**src/rtl/bblru_pkg.sv**
```systemverilog
// ----------------------------------------------------------------------------
// bblru_pkg
// Shared types and constants of the byte-budget LRU chunk directory.
// ----------------------------------------------------------------------------
package bblru_pkg;

    localparam int ENTRIES   = 32;
    localparam int SLOT_W    = $clog2(ENTRIES);
    localparam int BYTES_W   = 48;
    localparam int ENTRY_B_W = 32;

    localparam logic [1:0] ST_HIT    = 2'd0;
    localparam logic [1:0] ST_MISS   = 2'd1;
    localparam logic [1:0] ST_REJECT = 2'd2;

    localparam logic KIND_ANSWER = 1'b0;
    localparam logic KIND_EVICT  = 1'b1;

    localparam logic [BYTES_W-1:0] MAX_BYTES_RESET = 48'd1073741824;

    typedef enum logic [2:0] {
        S_IDLE,
        S_LOOKUP,
        S_UPDATE,
        S_ANSWER,
        S_CHECK,
        S_EVICT
    } ctl_state_t;

    typedef struct packed {
        logic capture;
        logic lookup;
        logic update;
        logic answer;
        logic evict;
        logic last;
    } dp_cmd_t;

    typedef struct packed {
        logic over_budget;
        logic any_valid;
        logic batch_end;
        logic evict_more;
    } dp_status_t;

endpackage

```
**src/rtl/bblru_ctrl.sv**
```systemverilog
// ----------------------------------------------------------------------------
// bblru_ctrl
// Sequencer: lookup, update, answer, then the purge walk on a batch end over budget.
// ----------------------------------------------------------------------------
module bblru_ctrl
    import bblru_pkg::*;
(
    input  logic       clk,
    input  logic       rst_n,
    input  logic       start,
    output logic       busy,
    input  dp_status_t stat,
    output dp_cmd_t    cmd
);

    ctl_state_t state_reg, state_next;

    always_ff @(posedge clk or negedge rst_n)
    begin
        if (!rst_n)
        begin
            state_reg <= S_IDLE;
        end
        else
        begin
            state_reg <= state_next;
        end
    end

    always_comb
    begin
        state_next = state_reg;
        cmd        = '0;
        busy       = (state_reg != S_IDLE);
        unique case (state_reg)
            S_IDLE:
            begin
                if (start)
                begin
                    cmd.capture = 1'b1;
                    state_next  = S_LOOKUP;
                end
            end
            S_LOOKUP:
            begin
                cmd.lookup = 1'b1;
                state_next = S_UPDATE;
            end
            S_UPDATE:
            begin
                cmd.update = 1'b1;
                state_next = S_ANSWER;
            end
            S_ANSWER:
            begin
                // answer is final unless the purge will evict
                cmd.answer = 1'b1;
                cmd.last   = !(stat.batch_end && stat.over_budget && stat.any_valid);
                state_next = cmd.last ? S_IDLE : S_CHECK;
            end
            S_CHECK:
            begin
                // LRU search over the table into the LRU register
                state_next = S_EVICT;
            end
            S_EVICT:
            begin
                // decide on the total and entries left after this removal
                cmd.evict  = 1'b1;
                cmd.last   = 1'b1;
                state_next = S_IDLE;
                if (stat.evict_more)
                begin
                    cmd.last   = 1'b0;
                    state_next = S_CHECK;
                end
            end
            default:
            begin
                state_next = S_IDLE;
            end
        endcase
    end

endmodule

```
**config.mk**
```make
export PLATFORM = sky130hd
export DESIGN_NAME = bblru_ctrl
export DESIGN_NICKNAME = d
export VERILOG_FILES = /design/src/rtl/bblru_pkg.sv /design/src/rtl/bblru_ctrl.sv
export SDC_FILE = /design/constraint.sdc
export NUM_CORES = 1
export LEC_CHECK = 0
export BUFFER_PORTS_ARGS = -buffer_cell sky130_fd_sc_hd__buf_2
export CAP_MARGIN = 10
export CORE_AREA = 4 4 41 43
export CTS_CLUSTER_SIZE = 12
export DETAILED_ROUTE_END_ITERATION = 8
export DIE_AREA = 0 0 45 47
export GPL_ROUTABILITY_DRIVEN = 0
export PLACE_DENSITY = 0.49
export SYNTH_ARGS = -nofsm -noshare
export SYNTH_HDL_FRONTEND = slang
export SYNTH_SLANG_ARGS = --single-unit
```
**constraint.sdc**
```tcl
create_clock -name clk -period 1.35 [get_ports clk]
set_input_delay 0.405 -clock clk [delete_from_list [all_inputs] [get_ports clk]]
set_output_delay 0.405 -clock clk [all_outputs]
set_load 0.01 [all_outputs]
```
Word level (Yosys, flattened, before mapping) --
Cells that the tools add are included. Widths: inputs -> output; s select.
Storage, ports and cells: flip-flop bits (word level) 3, input bits 7, output and inout port bits 7, logic and storage cells 24
Operators by class: equality and inequality tests 6, mux-type cells 12, reductions and logical operators 5
Operators with widths (number):
- $pmux 3 s6 | 1
- $mux 3 | 3
- $mux 1 | 7
- $eq 3x2->1 const B | 2
- $eq 3x3->1 const B | 2
- $eq 3x1->1 const B | 1
- $logic_not 3->1 | 1
- $reduce_bool 3->1 | 1
- $logic_and 1x1->1 | 2
- $ne 2x2->1 const B | 1
- $pmux 1 s2 | 1
- $logic_not 1->1 | 1

Longest topological paths before layout --
Gate-level depths: netlist (run 1).
depth after elaboration 4, mapped depth 4, gate-level depth less buffers 3

Worst setup path after synthesis (run 1) --
Ideal clock, no wire load.
kind register -> output, start reg state_reg[2], end out cmd[5] in the netlist's numbering, data arrival time 1.015 ns, data required time 0.945 ns, path slack -0.070 ns, cell stages (with the launch flop) 4, path buffers 1, cell sequence dfrtp_1 -> buf_6 -> or3_4 -> nor2_2
RTL lines:
- from (decl) | line bblru_ctrl.sv:16 | ctl_state_t state_reg, state_next;
- from (signal assigned) | line bblru_ctrl.sv:26 | state_reg <= state_next;
- to (decl) | line bblru_ctrl.sv:13 | output dp_cmd_t cmd

==> run_results.csv, run 1 <==
group,metric,value,unit
worst_setup_path,cp-end-kind,"output port",
cells_and_area,final_nets,56,
timing,rsz0062_at_grt,"yes",
global_route,grt.overflow.total,0,
synthesis,ys_warn_count,0,
worst_setup_path,cp-endpoint,"cmd[5]",
worst_setup_path,r2r_start,"state_reg[2]",
clock_network,clk_pin_slew,0.04,ns
routing,ant_nets,0,
worst_setup_path,crit_fanout,4,
worst_setup_path,start_kind,"register",
pwr,powerDensity,2220,nW/µm²
clock_network,cts.path.max_buffers,2,
global_route,grt_max_degree,7,
cells_and_area,drive_above_1_share,66.67,%
outcome,run_status,"finished, violations left",
worst_setup_path,r2r_slack,0.26,ns
worst_setup_path,required,0.95,ns
timing,final-hold-violation-count,0,
synthesis,synth_top_area_share,34.68,%
pwr,seqPwrFrac,19.0,%
clock_network,clockRootBuffer,"clkbuf_4",
floorplanning,placeableCoreArea,1301,µm²
timing,slew_headroom,84.94,%
floorplanning,rows,13,
worst_setup_path,r2r-end,"state_reg[2]",
clock_network,tritoncts,"done",
synthesis,yosysUniqueCellTypes,17,
cells_and_area,largest_reg_flops,3,
worst_hold_path,min_path_type,"primary input to async pin",
cells_and_area,most-common-layout-cells,"buf_2, buf_4, buf_6, clkbuf_4",
flow_run,max_cap_violations,0,
synthesis,synthesis.nets,31,
outcome,violations,"negative setup slack",
pwr,p_sw,337.5,µW
routing,drt_iter0_drc,0,
clock_network,worstSkewPairLatency,0.23,ns
clock_network,cts_made_buffers,3,
routing,wl,634,µm
floorplanning,dieArea,2115,µm²
cells_and_area,diodes,0,
timing,tns,-1.449,ns
pwr,power_frac_comb,63.9,%
synthesis,synth_area_leaders,"dfrtp_1, nor3b_1, buf_6",
global_route,grt_pass1_wl,1.069,mm
clock_network,cts.sinks,3,
worst_setup_path,path_class,"register to output port",
pwr,internal_power,590.2,µW
routing,wl_per_cell,10.06,µm
timing,layout_min_cycle_time,1.639,ns
cells_and_area,syn2layout_area_growth,93.06,%
timing,finalSetupViolations,7,
routing,via_per_inst,4.175,
worst_setup_path,worst-r2r-cell-count,4,
timing,whs,0.4851,ns
clock_network,cts_max_level,1,
global_route,grt_usage,7.918,%
synthesis,syn_area,216.5,µm²
synthesis,ys_seq_area_share,34.68,%
timing,tightest_slew,0.2253,ns
placed_design,numPortBuffers,13,
pwr,p_leak,0.2053,nW
global_route,grt_pass1_vias,269,
pwr,vdd_drop_max,0.8347,mV
synthesis,syn_inst,24,
timing,finClkSkew,0.003472,ns
routing,drc,0,
routing,first_pass_iters,1,
pwr,clkPwrFrac,17.1,%
timing,layout_setup_ws,-0.2893,ns
synthesis,synth_area_leader_cell,"dfrtp_1",
floorplanning,die_w,45,µm
worst_setup_path,arrival,1.23,ns
synthesis,ys_ff_latch,3,
synthesis,syn_area_per_cell,9.019,µm²
floorplanning,ios,14,
pwr,sw_frac_of_total,36.38,%
timing,finalCritPeriodShare,121.4,%
floorplanning,start_util,16.63,%
global_route,antenna_found_initial,0,
floorplanning,die_h,47,µm
timing,slew_violations,0,
timing,clock.fmax,610.0,MHz
worst_setup_path,critPathLaunch,"state_reg[2]",
cells_and_area,final_common_cell,"buf_2",
routing,routed-via-count,263,
## critical path: stages, from the launching register on
cell and delay (ns):
dfrtp_2 0.41, or3_4 0.40, nor2_4 0.09, buf_6 0.10
## kinds of logic after synthesis
family / share of synthesized area (%)
xor gates and xnor gates: 4.047
and+or+nand+nor: 32.95
DFF: 34.68
buffers and inverters: 16.18
AOI/OAI and AO/OA: 12.14
## cell usage after synthesis
cell type,instances
a32o_1,1
nor3b_1,3
nand3b_1,1
buf_6,1
a211oi_1,1
xnor2_1,1
nand3_1,1
or3_4,1
buf_2,1
buf_4,1
dfrtp_1,3
inv_1,3
nor2_1,2
nor2_2,1
nor3_1,1
nor2b_1,1
o32ai_1,1
## power groups by stage
stage,Sequential [mW],Clock [mW],Combinational (mW)
3_5_place_dp,0.176,0,0.455
5_1_grt,0.184,0.175,0.645
6_report,0.176,0.158,0.593
3_3_place_gp,0.178,0,0.455
2_1_floorplan,0.134,0,0.324
4_1_cts,0.169,0.168,0.585
## metal layers
metal | track usage [%] | vias up | wire length [µm]
li1 | - | 128 | -
met1 | 8.467 | 114 | 276
met2 | 10.45 | 17 | 237
met3 | 0.7663 | 4 | 71
met4 | 14.04 | 0 | 48
met5 | 0 | - | 0
## repair_timing
item | CTS | global route
pin swaps | 1 | 1
endpoints found under the hold margin | 3 | 0
hold buffers | 1 | 0
gates cloned | 0 | 0
buffers inserted | 4 | 0
resized for setup | 7 | 2
endpoints found under the setup margin | 7 | 7
## layout make-up
cell class	instances	area (µm²)
fill	146	883.3
timing repair buffer	23	162.7
multi-input combinational	15	121.4
sequential	3	77.57
clock buffer	4	26.28
tap	15	18.77
inverter	3	11.26
## through the flow
stage	instance area, µm²	worst slack, ns	total power [mW]	utilization, %	cells
detailed placement	319.1	-0.1040	0.6305	24.52	54
floorplan	221.5	-0.05468	0.4583	-	24
global route	417.9	-0.3302	1.005	32.12	63
finish	417.9	-0.2893	0.9277	32.12	63
CTS	412.9	-0.2975	0.9221	31.73	63
global placement	319.1	-0.08082	0.6325	24.52	54
## worst min-delay path by stage
stage | slack [ns] | startpoint | endpoint | depth (start not counted)
after floorplan | 0.11 | rst_n | state_reg[0] | 0
after global placement | 0.20 | rst_n | state_reg[0] | 1
after detailed placement | 0.20 | rst_n | state_reg[0] | 1
after CTS | 0.49 | rst_n | state_reg[0] | 2
after global routing | 0.51 | stat[0] | state_reg[2] | 3
final | 0.49 | rst_n | state_reg[0] | 2
Note: power is estimated with default switching activity, not from simulation.
==> run 2, diff against run 1 <==
Settings changed: BUFFER_PORTS_ARGS -buffer_cell sky130_fd_sc_hd__buf_2 to unset, DONT_BUFFER_PORTS set to 1, PLACE_DENSITY 0.49 to 0.4, RECOVER_POWER set to 25.
==> run 2 against run 1 <==
  * The run still ends with negative setup slack left
  * Maximum frequency is 2.2% higher
  * Global-route usage is 0.060 points higher
  * Combinational power is 14% lower
  * Die area stayed put
  * Critical path type unchanged
==> run_results.csv, run 2 (synthesis results as in run 1) <==
group,metric,value,unit
outcome,run_status,"finished, violations left",
outcome,violations,"negative setup slack",
timing,rsz0062_at_grt,"yes",
cells_and_area,final_nets,44,
clock_network,clk_pin_slew,0.03,ns
pwr,p_leak,0.1604,nW
placed_design,numPortBuffers,0,
clock_network,cts.sinks,3,
global_route,grt.overflow.total,0,
floorplanning,die_w,45,µm
floorplanning,rows,13,
timing,finClkSkew,0.001809,ns
flow_run,max_cap_violations,0,
pwr,sw_frac_of_total,37.52,%
cells_and_area,largest_reg_flops,3,
worst_setup_path,required,0.95,ns
floorplanning,die_h,47,µm
worst_setup_path,start_kind,"register",
floorplanning,placeableCoreArea,1301,µm²
timing,final-hold-violation-count,0,
floorplanning,dieArea,2115,µm²
clock_network,clockRootBuffer,"clkbuf_4",
clock_network,worstSkewPairLatency,0.23,ns
timing,slew_violations,0,
worst_hold_path,min_path_type,"primary input to register",
placed_design,dp_slack,-0.02671,ns
cells_and_area,syn2layout_area_growth,64.16,%
timing,layout_min_cycle_time,1.604,ns
global_route,grt_pass1_vias,232,
clock_network,cts.path.max_buffers,2,
cells_and_area,most-common-layout-cells,"buf_4, nor3b_2, clkbuf_4",
global_route,grt_max_degree,7,
worst_setup_path,crit_fanout,5,
pwr,power_frac_comb,60.1,%
routing,routed-via-count,219,
cells_and_area,final_common_cell,"buf_4",
routing,first_pass_iters,3,
pwr,powerDensity,2382,nW/µm²
pwr,internal_power,528.9,µW
routing,wl_per_cell,11.43,µm
timing,tightest_slew,0.2360,ns
clock_network,cts_max_level,1,
clock_network,cts_made_buffers,3,
cells_and_area,diodes,0,
placed_design,dp_cells,44,
cells_and_area,drive_above_1_share,61.11,%
cells_and_area,seq_area,76.32,µm²
global_route,grt_usage,7.978,%
cells_and_area,final_core_util,27.31,%
worst_setup_path,path_class,"register to output port",
placed_design,dpl.hpwl,463.4,µm
timing,layout_setup_ws,-0.2543,ns
global_route,grt_pass1_wl,993,µm
timing,slew_headroom,84.22,%
pwr,clkPwrFrac,18.5,%
pwr,p_sw,317.6,µW
floorplanning,ios,14,
timing,clock.fmax,623.3,MHz
worst_setup_path,cp-end-kind,"output port",
routing,drt_iter0_drc,3,
worst_setup_path,arrival,1.20,ns
routing,ant_nets,0,
routing,via_per_inst,4.294,
routing,drc,0,
timing,finalCritPeriodShare,118.8,%
pwr,seqPwrFrac,21.4,%
placed_design,post_dp_cell_area,276.5,µm²
pwr,vdd_drop_max,0.9378,mV
global_route,antenna_found_initial,0,
routing,wl,583,µm
clock_network,tritoncts,"done",
cells_and_area,multi_input_area,130.1,µm²
timing,finalSetupViolations,7,
cells_and_area,fin_area,355.3,µm²
cells_and_area,fin_cells,51,
floorplanning,start_util,16.63,%
cells_and_area,n_fill_cell,159,
## run 2: final timing paths
kind                                   start  cells after the start  slack [ns]      endpoint
worst min register to register  state_reg[0]                      1        0.51  state_reg[0]
worst min-delay path                 stat[3]                      2        0.40  state_reg[2]
min in group asynchronous              rst_n                      1        0.43  state_reg[0]
worst max register to register  state_reg[1]                      3        0.28  state_reg[2]
worst max-delay path            state_reg[2]                      2       -0.25        cmd[5]
max in group asynchronous              rst_n                      1        0.74  state_reg[1]
## run 2: area by class of cell
cell class              count  share of cell area, %
inverters                   3                  3.169
multi-input cells          15                  36.62
repair buffers             11                  26.06
well taps                  15                  5.282
flip-flops and latches      3                  21.48
clock buffers               4                  7.394
## run 2: per-layer routing
layer	global-route usage (%)	vias up	routed length, µm
li1	-	105	-
met1	7.955	98	237
met2	9.040	14	263
met3	4.981	2	55
met4	12.28	0	27
met5	0	-	0
## run 2: timing repair
action / 4_1_cts / 5_1_grt
setup endpoints to repair: 7 / 7
hold buffers: 1 / 0
resized for setup: 9 / 0
setup buffers: 2 / 0
pin swaps: 1 / 1
endpoints found under the hold margin: 3 / 0
## run 2: critical path, stage by stage (launching register included)
cell and delay, ns:
dfrtp_1 0.41, or3_4 0.44, nor2_4 0.12
## run 2: per-stage QoR
step / power (mW) / hold slack (ns) / setup TNS, ns
3_5_place_dp: 0.6052 / 0.1096 / -0.02671
6_report: 0.8464 / 0.3953 / -1.106
5_1_grt: 0.9276 / 0.3985 / -1.599
3_3_place_gp: 0.5951 / 0.1096 / -0.01163
2_1_floorplan: 0.4583 / 0.1094 / -0.05468
4_1_cts: 0.8631 / 0.3920 / -1.174
## run 2: power groups by stage
| stage | Combinational [mW] | Clock, mW | Sequential [mW] |
|---|---|---|---|
| floorplan | 0.324 | 0 | 0.134 |
| global placement | 0.425 | 0 | 0.171 |
| detailed placement | 0.429 | 0 | 0.177 |
| CTS | 0.518 | 0.165 | 0.180 |
| global route | 0.550 | 0.187 | 0.190 |
| finish | 0.509 | 0.156 | 0.181 |
==> run 3, diff against run 2 <==
Settings changed: MAX_ROUTING_LAYER set to met4, SETUP_SLACK_MARGIN set to 0.05.
==> run 3 against run 2 <==
  * First-iteration DRC count rose by 67%
  * Die area unchanged
  * Total power is 11% higher
  * Register-to-register slack barely moved
  * The run still ends with negative setup slack left
  * Worst setup slack better by 0.019 ns
  * Sequential share of layout area fell by 2.2 points
  * Critical path depth unchanged
  * Critical path type unchanged
  * Sequential power down 7%
  * Global-route usage is 0.95 points lower
  * Via count increased by 11%
  * Maximum frequency is 1.2% higher
  * Final area up 9.5%
==> run_results.csv, run 3 (synthesis results as in run 1) <==
group,metric,value,unit
outcome,run_status,"finished, violations left",
outcome,violations,"negative setup slack",
cells_and_area,syn2layout_area_growth,79.77,%
clock_network,cts_max_level,1,
timing,finalSetupViolations,7,
global_route,antenna_found_initial,0,
floorplanning,rows,13,
routing,routed-via-count,243,
worst_setup_path,r2r_start,"state_reg[0]",
placed_design,dpl.hpwl,420.9,µm
timing,rsz0062_at_grt,"yes",
worst_setup_path,critical-path-slowest-cell,"or3_4",
timing,layout_min_cycle_time,1.585,ns
global_route,grt_pass1_wl,979,µm
worst_setup_path,cp-end-kind,"output port",
global_route,grt_pass1_vias,233,
clock_network,cts.sinks,3,
global_route,grt_max_degree,9,
floorplanning,dieArea,2115,µm²
worst_hold_path,hp-start,"stat[3]",
pwr,finalPower,939.0,µW
worst_setup_path,crit_fanout,5,
clock_network,clockRootBuffer,"clkbuf_4",
floorplanning,die_w,45,µm
cells_and_area,fin_cells,55,
worst_setup_path,critPathLaunch,"state_reg[2]",
global_route,grt_usage,7.032,%
worst_setup_path,slowest_delay,0.42,ns
routing,first_pass_iters,4,
timing,layout_setup_ws,-0.2354,ns
cells_and_area,diodes,0,
timing,clock.fmax,630.8,MHz
worst_setup_path,start_kind,"register",
global_route,grt.overflow.total,0,
pwr,p_leak,0.1840,nW
timing,tightest_slew,0.2270,ns
worst_setup_path,r2r-end,"state_reg[2]",
worst_setup_path,worst-r2r-cell-count,4,
placed_design,dp_slack,-0.02840,ns
clock_network,cts_made_buffers,3,
clock_network,cts.path.max_buffers,2,
timing,finClkSkew,0.0007016,ns
routing,wl,623,µm
floorplanning,start_util,16.63,%
floorplanning,die_h,47,µm
cells_and_area,final_common_cell,"buf_4",
worst_setup_path,required,0.95,ns
floorplanning,ios,14,
cells_and_area,largest_reg_flops,3,
floorplanning,placeableCoreArea,1301,µm²
clock_network,clk_pin_slew,0.04,ns
flow_run,max_cap_violations,0,
clock_network,worstSkewPairLatency,0.23,ns
clock_network,tritoncts,"done",
worst_setup_path,r2r_slack,0.27,ns
timing,slew_headroom,84.82,%
cells_and_area,drive_above_1_share,60.00,%
placed_design,numPortBuffers,0,
cells_and_area,final_nets,48,
routing,ant_nets,0,
worst_hold_path,min_path_type,"primary input to register",
timing,final-hold-violation-count,0,
cells_and_area,most-common-layout-cells,"buf_4, buf_6, nor3b_2, clkbuf_4, dfrtp_1",
worst_setup_path,arrival,1.18,ns
routing,via_per_inst,4.418,
routing,wl_per_cell,11.33,µm
routing,drt_iter0_drc,5,
worst_hold_path,min_path_cells,2,
pwr,vdd_drop_max,0.6240,mV
worst_hold_path,whs_endpoint,"state_reg[2]",
routing,drc,0,
worst_setup_path,path_class,"register to output port",
worst_setup_path,path_cells,"or3_4 -> nor2_4",
timing,finalCritPeriodShare,117.4,%
placed_design,dp_cells,45,
pwr,powerDensity,2413,nW/µm²
timing,slew_violations,0,
==> run 3: where the power goes <==
group / internal, mW / switching (mW) / total, mW
clock network: 0.111 / 0.0474 / 0.158
registers: 0.127 / 0.0415 / 0.169
logic: 0.360 / 0.251 / 0.612
==> run 3: metrics by stage <==
stage,TNS (ns),area (µm²),utilization (%),hold WS (ns)
final,-1.325,389.1,29.90,0.3795
after detailed placement,-0.02840,285.3,21.92,0.1095
after CTS,-1.219,359.1,27.60,0.3757
after global placement,-0.01911,285.3,21.92,0.1095
after global routing,-1.705,389.1,29.90,0.3839
after floorplan,-0.05462,229.0,-,0.1094
==> run 3: critical path: cells and delay by family, from the launching register on <==
family,cells,cell delay [ns]
and+or+nand+nor,2,0.54
DFF,1,0.41
==> run 3: area by class of cell <==
cell class | instances | area, µm²
Clock buffer | 4 | 26.28
Fill cell | 157 | 912.1
Inverter | 3 | 11.26
Multi-Input combinational cell | 15 | 127.6
Sequential cell | 3 | 75.07
Tap cell | 15 | 18.77
Timing Repair Buffer | 15 | 130.1
==> run 3: how the worst max path moves through the flow <==
stage	end	slack (ns)
floorplan	cmd[5]	-0.05
global placement	cmd[5]	-0.02
detailed placement	cmd[5]	-0.03
CTS	cmd[5]	-0.24
global route	cmd[1]	-0.30
finish	cmd[5]	-0.24
==> run 3: repair_timing <==
action | 4_1_cts | 5_1_grt
hold buffers | 1 | 0
setup endpoints to repair | 7 | 7
resized for setup | 5 | 2
pin swaps | 1 | 3
hold endpoints to repair | 3 | 0
setup buffers | 2 | 3
==> run 3: per-layer routing <==
layer / track usage [%] / part of all wire (%) / routed length, µm
met4: 7.018 / 0 / 0
met2: 9.887 / 51 / 320
met5: - / 0 / 0
met1: 7.323 / 39 / 246
met3: 2.682 / 9.0 / 56
